## src/mfbdr_pkg.sv

```systemverilog
// ----------------------------------------------------------------------------
// mfbdr_pkg: shared types and constants of the boost duty regulator
// Field widths, register indexes, register reset values and sequencer states.
// ----------------------------------------------------------------------------
`default_nettype none

package mfbdr_pkg;

   // field widths
   localparam int SAMPLE_W  = 12;
   localparam int DUTY_W    = 16;
   localparam int CSR_W     = 16;
   localparam int CSR_IDX_W = 3;

   // register indexes
   localparam logic [CSR_IDX_W-1:0] CSR_TARGET_CODE = 3'd0;
   localparam logic [CSR_IDX_W-1:0] CSR_CLAMP_CODE  = 3'd1;
   localparam logic [CSR_IDX_W-1:0] CSR_READY_CODE  = 3'd2;
   localparam logic [CSR_IDX_W-1:0] CSR_DUTY_MAX    = 3'd3;
   localparam logic [CSR_IDX_W-1:0] CSR_STEP_UP     = 3'd4;
   localparam logic [CSR_IDX_W-1:0] CSR_STEP_DOWN   = 3'd5;
   localparam logic [CSR_IDX_W-1:0] CSR_PWM_WRAP    = 3'd6;

   // register reset values
   localparam logic [SAMPLE_W-1:0] RST_TARGET_CODE = 12'd2482;
   localparam logic [SAMPLE_W-1:0] RST_CLAMP_CODE  = 12'd2820;
   localparam logic [SAMPLE_W-1:0] RST_READY_CODE  = 12'd2234;
   localparam logic [DUTY_W-1:0]   RST_DUTY_MAX    = 16'd47186;
   localparam logic [DUTY_W-1:0]   RST_STEP_UP     = 16'd79;
   localparam logic [DUTY_W-1:0]   RST_STEP_DOWN   = 16'd328;
   localparam logic [DUTY_W-1:0]   RST_PWM_WRAP    = 16'd3000;

   // sequencer states
   typedef enum logic [1:0] {
      ST_IDLE,
      ST_SCAN,
      ST_DUTY,
      ST_MULT
   } state_type;

endpackage

`default_nettype wire

```

## src/median_filtered_boost_duty_regulator.sv

```systemverilog
// ----------------------------------------------------------------------------
// median_filtered_boost_duty_regulator: median-of-window boost duty regulator
// Collects ADC samples into windows, takes each window's median and ramps the
// boost duty against target and clamp levels, one result per full window.
// ----------------------------------------------------------------------------
// Usage:
//   The req_ channel carries one ADC sample and the run bit per request. A
//   request that does not complete a window is stored and gives no result.
//   The request that completes a window starts the sequencer: a median
//   search over the stored samples with one rank comparator bank, one
//   candidate per cycle, then a duty update step and a PWM compare
//   multiply step. req_stall is high after that request until the multiply
//   step has loaded its result, which waits while an old result is held.
//   The result sits in an output register on the rsp_ channel. While it is
//   held by rsp_stall, samples that do not complete a window are still
//   taken; the next window waits in its multiply step until the old result
//   has gone.
//   Synchronous reset clears the window count, the duty and the output
//   valid, and loads the register defaults. The csr_ port writes a register
//   from csr_wdata; writes to an unknown index are dropped.
// ----------------------------------------------------------------------------
`default_nettype none

module median_filtered_boost_duty_regulator
   import mfbdr_pkg::*;
#(
   parameter int WINDOW_LEN = 7
) (
   input  wire logic                 clock,
   input  wire logic                 reset,
   // configuration writes
   input  wire logic                 csr_we,
   input  wire logic [CSR_IDX_W-1:0] csr_index,
   input  wire logic [CSR_W-1:0]     csr_wdata,
   // sample requests
   input  wire logic                 req_valid,
   output logic                      req_stall,
   input  wire logic [SAMPLE_W-1:0]  req_sample,
   input  wire logic                 req_run,
   // window results
   output logic                      rsp_valid,
   input  wire logic                 rsp_stall,
   output logic [DUTY_W-1:0]         rsp_pwm_compare,
   output logic [DUTY_W-1:0]         rsp_duty,
   output logic [SAMPLE_W-1:0]       rsp_median_code,
   output logic                      rsp_over_voltage,
   output logic                      rsp_ready_res
);

   localparam int IDX_W = $clog2(WINDOW_LEN);
   localparam int CNT_W = $clog2(WINDOW_LEN + 1);
   localparam logic [IDX_W-1:0] LAST_IDX = IDX_W'(WINDOW_LEN - 1);
   localparam logic [CNT_W-1:0] MID_RANK = CNT_W'(WINDOW_LEN / 2);

   // configuration registers
   logic [SAMPLE_W-1:0] target_code_ff, clamp_code_ff, ready_code_ff;
   logic [DUTY_W-1:0]   duty_max_ff, step_up_ff, step_down_ff, pwm_wrap_ff;

   // window and regulator state
   logic [SAMPLE_W-1:0] window_store [WINDOW_LEN];
   logic [IDX_W-1:0]    window_count_ff, window_count_in;
   logic [DUTY_W-1:0]   duty_level_ff;
   logic                run_ff;
   logic [IDX_W-1:0]    cand_ff;
   logic [SAMPLE_W-1:0] med_ff;
   logic                ov_ff, rdy_ff;

   // output registers
   logic                rsp_valid_ff;
   logic [DUTY_W-1:0]   rsp_pwm_compare_ff, rsp_duty_ff;
   logic [SAMPLE_W-1:0] rsp_median_code_ff;
   logic                rsp_over_voltage_ff, rsp_ready_res_ff;

   state_type state_ff, state_in;

   logic req_take, window_done, scan_found, out_free, out_load;

   // ------------------------------------------------------------------------
   // configuration writes
   always_ff @(posedge clock) begin
      if (reset) begin
         target_code_ff <= RST_TARGET_CODE;
         clamp_code_ff  <= RST_CLAMP_CODE;
         ready_code_ff  <= RST_READY_CODE;
         duty_max_ff    <= RST_DUTY_MAX;
         step_up_ff     <= RST_STEP_UP;
         step_down_ff   <= RST_STEP_DOWN;
         pwm_wrap_ff    <= RST_PWM_WRAP;
      end else if (csr_we) begin
         case (csr_index)
            CSR_TARGET_CODE: target_code_ff <= csr_wdata[SAMPLE_W-1:0];
            CSR_CLAMP_CODE:  clamp_code_ff  <= csr_wdata[SAMPLE_W-1:0];
            CSR_READY_CODE:  ready_code_ff  <= csr_wdata[SAMPLE_W-1:0];
            CSR_DUTY_MAX:    duty_max_ff    <= csr_wdata[DUTY_W-1:0];
            CSR_STEP_UP:     step_up_ff     <= csr_wdata[DUTY_W-1:0];
            CSR_STEP_DOWN:   step_down_ff   <= csr_wdata[DUTY_W-1:0];
            CSR_PWM_WRAP:    pwm_wrap_ff    <= csr_wdata[DUTY_W-1:0];
            default: ;
         endcase
      end
   end

   // ------------------------------------------------------------------------
   // request intake and window store
   assign req_take    = req_valid && !req_stall;
   assign window_done = (window_count_ff == LAST_IDX);

   always_comb begin
      window_count_in = window_count_ff;
      if (req_take) begin
         window_count_in = window_done ? '0 : window_count_ff + 1'b1;
      end
   end

   always_ff @(posedge clock) begin
      if (req_take) begin
         window_store[window_count_ff] <= req_sample;
      end
   end

   always_ff @(posedge clock) begin
      if (reset) begin
         window_count_ff <= '0;
      end else begin
         window_count_ff <= window_count_in;
      end
   end

   // ------------------------------------------------------------------------
   // rank comparator bank: counts of entries below and not above the candidate
   logic [SAMPLE_W-1:0]   cand_val;
   logic [WINDOW_LEN-1:0] lt_vec, le_vec;
   logic [CNT_W-1:0]      lt_cnt, le_cnt;

   assign cand_val = window_store[cand_ff];

   always_comb begin
      for (int j = 0; j < WINDOW_LEN; j++) begin
         lt_vec[j] = window_store[j] <  cand_val;
         le_vec[j] = window_store[j] <= cand_val;
      end
   end

   assign lt_cnt     = CNT_W'($countones(lt_vec));
   assign le_cnt     = CNT_W'($countones(le_vec));
   assign scan_found = (lt_cnt <= MID_RANK) && (le_cnt > MID_RANK);

   // ------------------------------------------------------------------------
   // duty update from the median
   logic                ov_now;
   logic [DUTY_W:0]     d_up, d_step;
   logic [DUTY_W-1:0]   d_dn, d_sat, d_new;

   assign ov_now = med_ff > clamp_code_ff;
   assign d_up   = {1'b0, duty_level_ff} + {1'b0, step_up_ff};
   assign d_dn   = (duty_level_ff > step_down_ff) ? duty_level_ff - step_down_ff : '0;
   assign d_step = (med_ff < target_code_ff) ? d_up : {1'b0, d_dn};
   assign d_sat  = (d_step > {1'b0, duty_max_ff}) ? duty_max_ff : d_step[DUTY_W-1:0];
   assign d_new  = (ov_now || !run_ff) ? '0 : d_sat;

   // PWM compare: (1 - duty) scaled by the wrap
   logic [DUTY_W:0]     inv_duty;
   logic [2*DUTY_W:0]   pwm_prod;

   assign inv_duty = {1'b1, {DUTY_W{1'b0}}} - {1'b0, duty_level_ff};
   assign pwm_prod = (2*DUTY_W+1)'(inv_duty) * (2*DUTY_W+1)'(pwm_wrap_ff);

   // ------------------------------------------------------------------------
   // sequencer: next state
   assign out_free = !rsp_valid_ff || !rsp_stall;

   always_comb begin
      state_in = state_ff;
      case (state_ff)
         ST_IDLE: if (req_take && window_done) state_in = ST_SCAN;
         ST_SCAN: if (scan_found) state_in = ST_DUTY;
         ST_DUTY: state_in = ST_MULT;
         ST_MULT: if (out_free) state_in = ST_IDLE;
         default: state_in = ST_IDLE;
      endcase
   end

   // sequencer: outputs
   always_comb begin
      req_stall = 1'b1;
      out_load  = 1'b0;
      case (state_ff)
         ST_IDLE: req_stall = 1'b0;
         ST_MULT: out_load  = out_free;
         default: ;
      endcase
   end

   always_ff @(posedge clock) begin
      if (reset) begin
         state_ff <= ST_IDLE;
      end else begin
         state_ff <= state_in;
      end
   end

   // ------------------------------------------------------------------------
   // datapath registers: candidate, median, run bit, flags
   always_ff @(posedge clock) begin
      if (req_take && window_done) begin
         run_ff  <= req_run;
         cand_ff <= '0;
      end else if (state_ff == ST_SCAN) begin
         if (scan_found) begin
            med_ff <= cand_val;
         end else begin
            cand_ff <= cand_ff + 1'b1;
         end
      end
      if (state_ff == ST_DUTY) begin
         ov_ff  <= ov_now;
         rdy_ff <= med_ff >= ready_code_ff;
      end
   end

   // duty level
   always_ff @(posedge clock) begin
      if (reset) begin
         duty_level_ff <= '0;
      end else if (state_ff == ST_DUTY) begin
         duty_level_ff <= d_new;
      end
   end

   // ------------------------------------------------------------------------
   // result register: load when free, drop when taken
   always_ff @(posedge clock) begin
      if (reset) begin
         rsp_valid_ff <= 1'b0;
      end else if (out_load) begin
         rsp_valid_ff <= 1'b1;
      end else if (!rsp_stall) begin
         rsp_valid_ff <= 1'b0;
      end
   end

   always_ff @(posedge clock) begin
      if (out_load) begin
         rsp_pwm_compare_ff  <= pwm_prod[2*DUTY_W-1:DUTY_W];
         rsp_duty_ff         <= duty_level_ff;
         rsp_median_code_ff  <= med_ff;
         rsp_over_voltage_ff <= ov_ff;
         rsp_ready_res_ff    <= rdy_ff;
      end
   end

   assign rsp_valid        = rsp_valid_ff;
   assign rsp_pwm_compare  = rsp_pwm_compare_ff;
   assign rsp_duty         = rsp_duty_ff;
   assign rsp_median_code  = rsp_median_code_ff;
   assign rsp_over_voltage = rsp_over_voltage_ff;
   assign rsp_ready_res    = rsp_ready_res_ff;

   // ------------------------------------------------------------------------
   // checks
   a_count_range: assert property (@(posedge clock) disable iff (reset)
      window_count_ff <= LAST_IDX)
      else $error("window count beyond window length");

   a_scan_ends: assert property (@(posedge clock) disable iff (reset)
      (state_ff == ST_SCAN) && (cand_ff == LAST_IDX) |=> (state_ff != ST_SCAN))
      else $error("median search ran past the last candidate");

   a_ov_zero_duty: assert property (@(posedge clock) disable iff (reset)
      rsp_valid_ff && rsp_over_voltage_ff |-> (rsp_duty_ff == '0))
      else $error("over-voltage result with non-zero duty");

endmodule

`default_nettype wire
```

## config.mk

```make
export PLATFORM = sky130hd
export DESIGN_NAME = median_filtered_boost_duty_regulator
export DESIGN_NICKNAME = d
export VERILOG_FILES = /design/src/mfbdr_pkg.sv /design/src/median_filtered_boost_duty_regulator.sv
export SDC_FILE = /design/constraint.sdc
export NUM_CORES = 1
export LEC_CHECK = 0
export BUFFER_PORTS_ARGS = -buffer_cell sky130_fd_sc_hd__buf_2
export CORE_MARGIN = 2
export CORE_UTILIZATION = 55
export CTS_CLUSTER_SIZE = 8
export DETAILED_ROUTE_END_ITERATION = 10
export HOLD_SLACK_MARGIN = 0.02
export PLACE_DENSITY = 0.74
export SETUP_SLACK_MARGIN = 0.02
export SYNTH_ARGS = -nofsm -noshare
export SYNTH_HDL_FRONTEND = slang
export SYNTH_SLANG_ARGS = --single-unit
```

## constraint.sdc

```tcl
create_clock -name clock -period 6.7 [get_ports clock]
set_input_delay 1.005 -clock clock [delete_from_list [all_inputs] [get_ports clock]]
set_output_delay 1.005 -clock clock [all_outputs]
set_load 0.05 [all_outputs]
```

==> results.toml <==
[logic_synthesis]
ys_types = 74
syn_area_per_cell_um2 = 9.82
ys_seq_area_share_pct = 30.4
synthArstFlopShare_pct = 0
synthFlopType = "edfxtp_1"
ys_ff_latch = 285
syn-num-nets = 2964
syn_area_um2 = 24000
synth_enable_flop_cells = 157
syn_inst = 2439
synth_warnings = 0

[global_route]
grt_max_degree = 89
grt_pass1_vias = 19400
grt_pass1_wl_um = 104000
antenna_found_initial = 5
overflow = 0
track_usage_pct = 30.0

[clock_network]
cts.path.max_buffers = 3
htreeDepth = 2
clk_latency_ns = 0.57
clkSlewWorstSetupHoldPaths_ns = 0.05
cts.sinks = 285
clockRootBuffer = "clkbuf_16"
numCtsBuffers = 42
cts_tree = "done"

[status]
violations = "setup timing"
outcome = "finished with violations"

[critical_path]
crit_path_top_delay_cell = "or4_4"
cp.required_ns = 6.98
critical_path.startpoint = "duty_level_ff[5]"
reg2reg_to = "rsp_pwm_compare[6]"
endpoint = "rsp_pwm_compare[6]"
slowest_delay_ns = 0.54
r2r_slack_ns = -0.38
cp-end-kind = "flip-flop"
r2r-start = "duty_level_ff[5]"
arrival_ns = 7.35
reg2reg_depth = 30
timing.setup.critical_path_class = "reg -> reg"
worst-path-max-fanout = 5
path_common_cell = "buf_4"
critPathLaunchType = "flip-flop"

[pwr]
power_density_nw_per_um2 = 189
vdd_drop_max_mv = 0.294
total_power_mw = 5.29
leakage_nw = 12.9

[sta]
setup_viol = 14
relSlewSlack_pct = 19.9
timing.fmax_ghz = 0.141
fin_setup_tns_ns = -3.25
finClkSkew_ns = 0.0297
whs_ns = 0.435
fin_ws_ns = -0.377
grt_setup_unrepaired = "yes"
post-route-period-util_pct = 106
final_max_slew_viol_count = 0
fin_crit_ns = 7.08
worst_slew_pin_slew_ns = 1.20
timing_hold_violations_final = 0

[detailed_routing]
vias = 18600
drt_pass1_iterations = 5
post_drt_via_cell_ratio = 5.70
finalWirelength_um = 66200
drc = 0
drt-initial-drc-count = 1566
postRouteAntennaNets = 0
routedWlPerCell_um = 20.3

[die]
die_y_um = 213
std_cell_rows = 76
initial_core_util_pct = 55.6
die_x_um = 213
core_area_um2 = 43100
pin_count = 85
dieArea_um2 = 45300

[placement]
dp_hpwl_um = 50300
io_buffers = 84
gp_congestion = 0.949

[run]
maxCapViolations = 0

[finish]
area_growth_pct = 16.7
drive_above_1_share_pct = 16.5
fin_util_pct = 64.9
final_nets = 3174

[worst_hold_path]
hold_class = "reg -> reg"
cells in the mapped netlist, drive strengths merged (5+ instances only):
library cell  count  area, um^2
a211o            20         175
a211oi           15         113
a21o             46         345
a21oi           123         616
a31o              6        52.6
a31oi             8        50.1
a32o              6        60.1
and2            130         816
and3             14        87.6
buf              14        72.6
clkbuf           72         270
dfxtp           128        2560
edfxtp          157        4710
fa              214        4280
ha              274        3430
inv             354        1330
mux2i            18         180
mux4             24         541
nand2           372        1400
nand2b           17         106
nand3            22         110
nand3b           26         195
nand4            32         200
nor2             77         289
nor2b            20         125
nor3             22         110
nor4              6        37.5
o211ai           11        87.6
o21a             16         120
o21ai            56         284
o21bai            7        52.6
o22ai             6        37.5
o31ai             5        37.5
or2              10        62.6
or3               5        31.3
xnor2            40         350
xor2             14         123
final cells by class:
| cell class | count | area (um^2) |
|---|---|---|
| multi-input combinational | 1715 | 15600 |
| fill | 3380 | 15100 |
| sequential | 285 | 7280 |
| timing repair buffer | 251 | 1770 |
| inverter | 354 | 1330 |
| clock buffer | 71 | 1210 |
| tap | 585 | 732 |
| clock inverter | 3 | 55.1 |
| antenna | 4 | 10.0 |
worst min path at each step:
stage / endpoint / slack, ns / depth (start not counted) / from
global route: rsp_ready_res / 0.45 / 0 / rdy_ff
detailed placement: rsp_ready_res / 0.42 / 0 / rdy_ff
floorplan: rsp_over_voltage / 0.40 / 0 / ov_ff
global placement: rsp_over_voltage / 0.41 / 0 / ov_ff
CTS: rsp_ready_res / 0.43 / 0 / rdy_ff
finish: rsp_ready_res / 0.44 / 0 / rdy_ff
cells by family (layout without fill, tap and decap cells):
family                   Yosys count  count (layout)  share of synthesized area (%)
AO/OA/AOI/OAI                    364             364                           10.1
buffers and inverters            440             679                           6.98
XOR/XNOR                          54              55                           1.97
other                              0               4                              0
multiplexers                      44              44                           3.10
flip-flops                       285             285                           30.4
AND/OR/NAND/NOR                  764             764                           15.3
adder cells (fa/ha/maj)          488             488                           32.2
where the power goes:
group / switching [mW] / internal, mW
clock network: 0.789 / 1.23
logic: 0.752 / 0.543
registers: 0.0551 / 1.92
total: 1.60 / 3.69
registers in the layout (all words and copies together), names as in the netlist, 12 cells and up, named ones only:
name	count
window_store	96
duty_level_ff	16
duty_max_ff	16
pwm_wrap_ff	16
rsp_duty	16
rsp_pwm_compare	16
step_down_ff	16
step_up_ff	16
clamp_code_ff	12
med_ff	12
ready_code_ff	12
rsp_median_code	12
target_code_ff	12
timing repair:
action | in CTS | in global routing
resized for setup | 16 | 66
gates cloned | 0 | 1
endpoints found under the setup margin | 16 | 16
pin swaps | 8 | 63
hold buffers | 0 | 0
buffers inserted | 12 | 16
cell usage in the layout (no fill, tap or decap), types with 44 or more instances in the layout:
master       n
ha_1       266
buf_2       83
o21ai_0     51
buf_4      149
fa_1       203
edfxtp_1   157
dfxtp_1    125
a21o_1      46
inv_1      342
a21oi_1    114
nor2_1      72
clkbuf_16   44
and2_1     125
nand2_1    359
worst max-delay path, delay by kind of cell, from the launching register on:
kind | cells | cell delay (ns)
buf+inv | 14 | 1.40
flops | 1 | 0.31
fa+ha+maj | 7 | 3.21
compound gates | 1 | 0.06
xor+xnor | 1 | 0.15
simple gates | 7 | 1.65
per-stage QoR:
stage	worst slack, ns	instances	cell area (um^2)
after floorplan	-0.0383	2439	24200
after global placement	-0.285	3161	26100
after detailed placement	-0.385	3161	26100
after CTS	-0.302	3247	27600
after global routing	-0.551	3266	28000
final	-0.377	3268	28000
layer usage:
| metal | up-vias | routed length, um | track usage [%] |
|---|---|---|---|
| met5 | - | 18 | 0 |
| met4 | 4 | 2510 | 11.4 |
| met3 | 164 | 4260 | 4.19 |
| met2 | 680 | 31600 | 50.1 |
| met1 | 9152 | 27900 | 39.9 |
| li1 | 8613 | - | - |
Power figures use the tool's default switching activity.
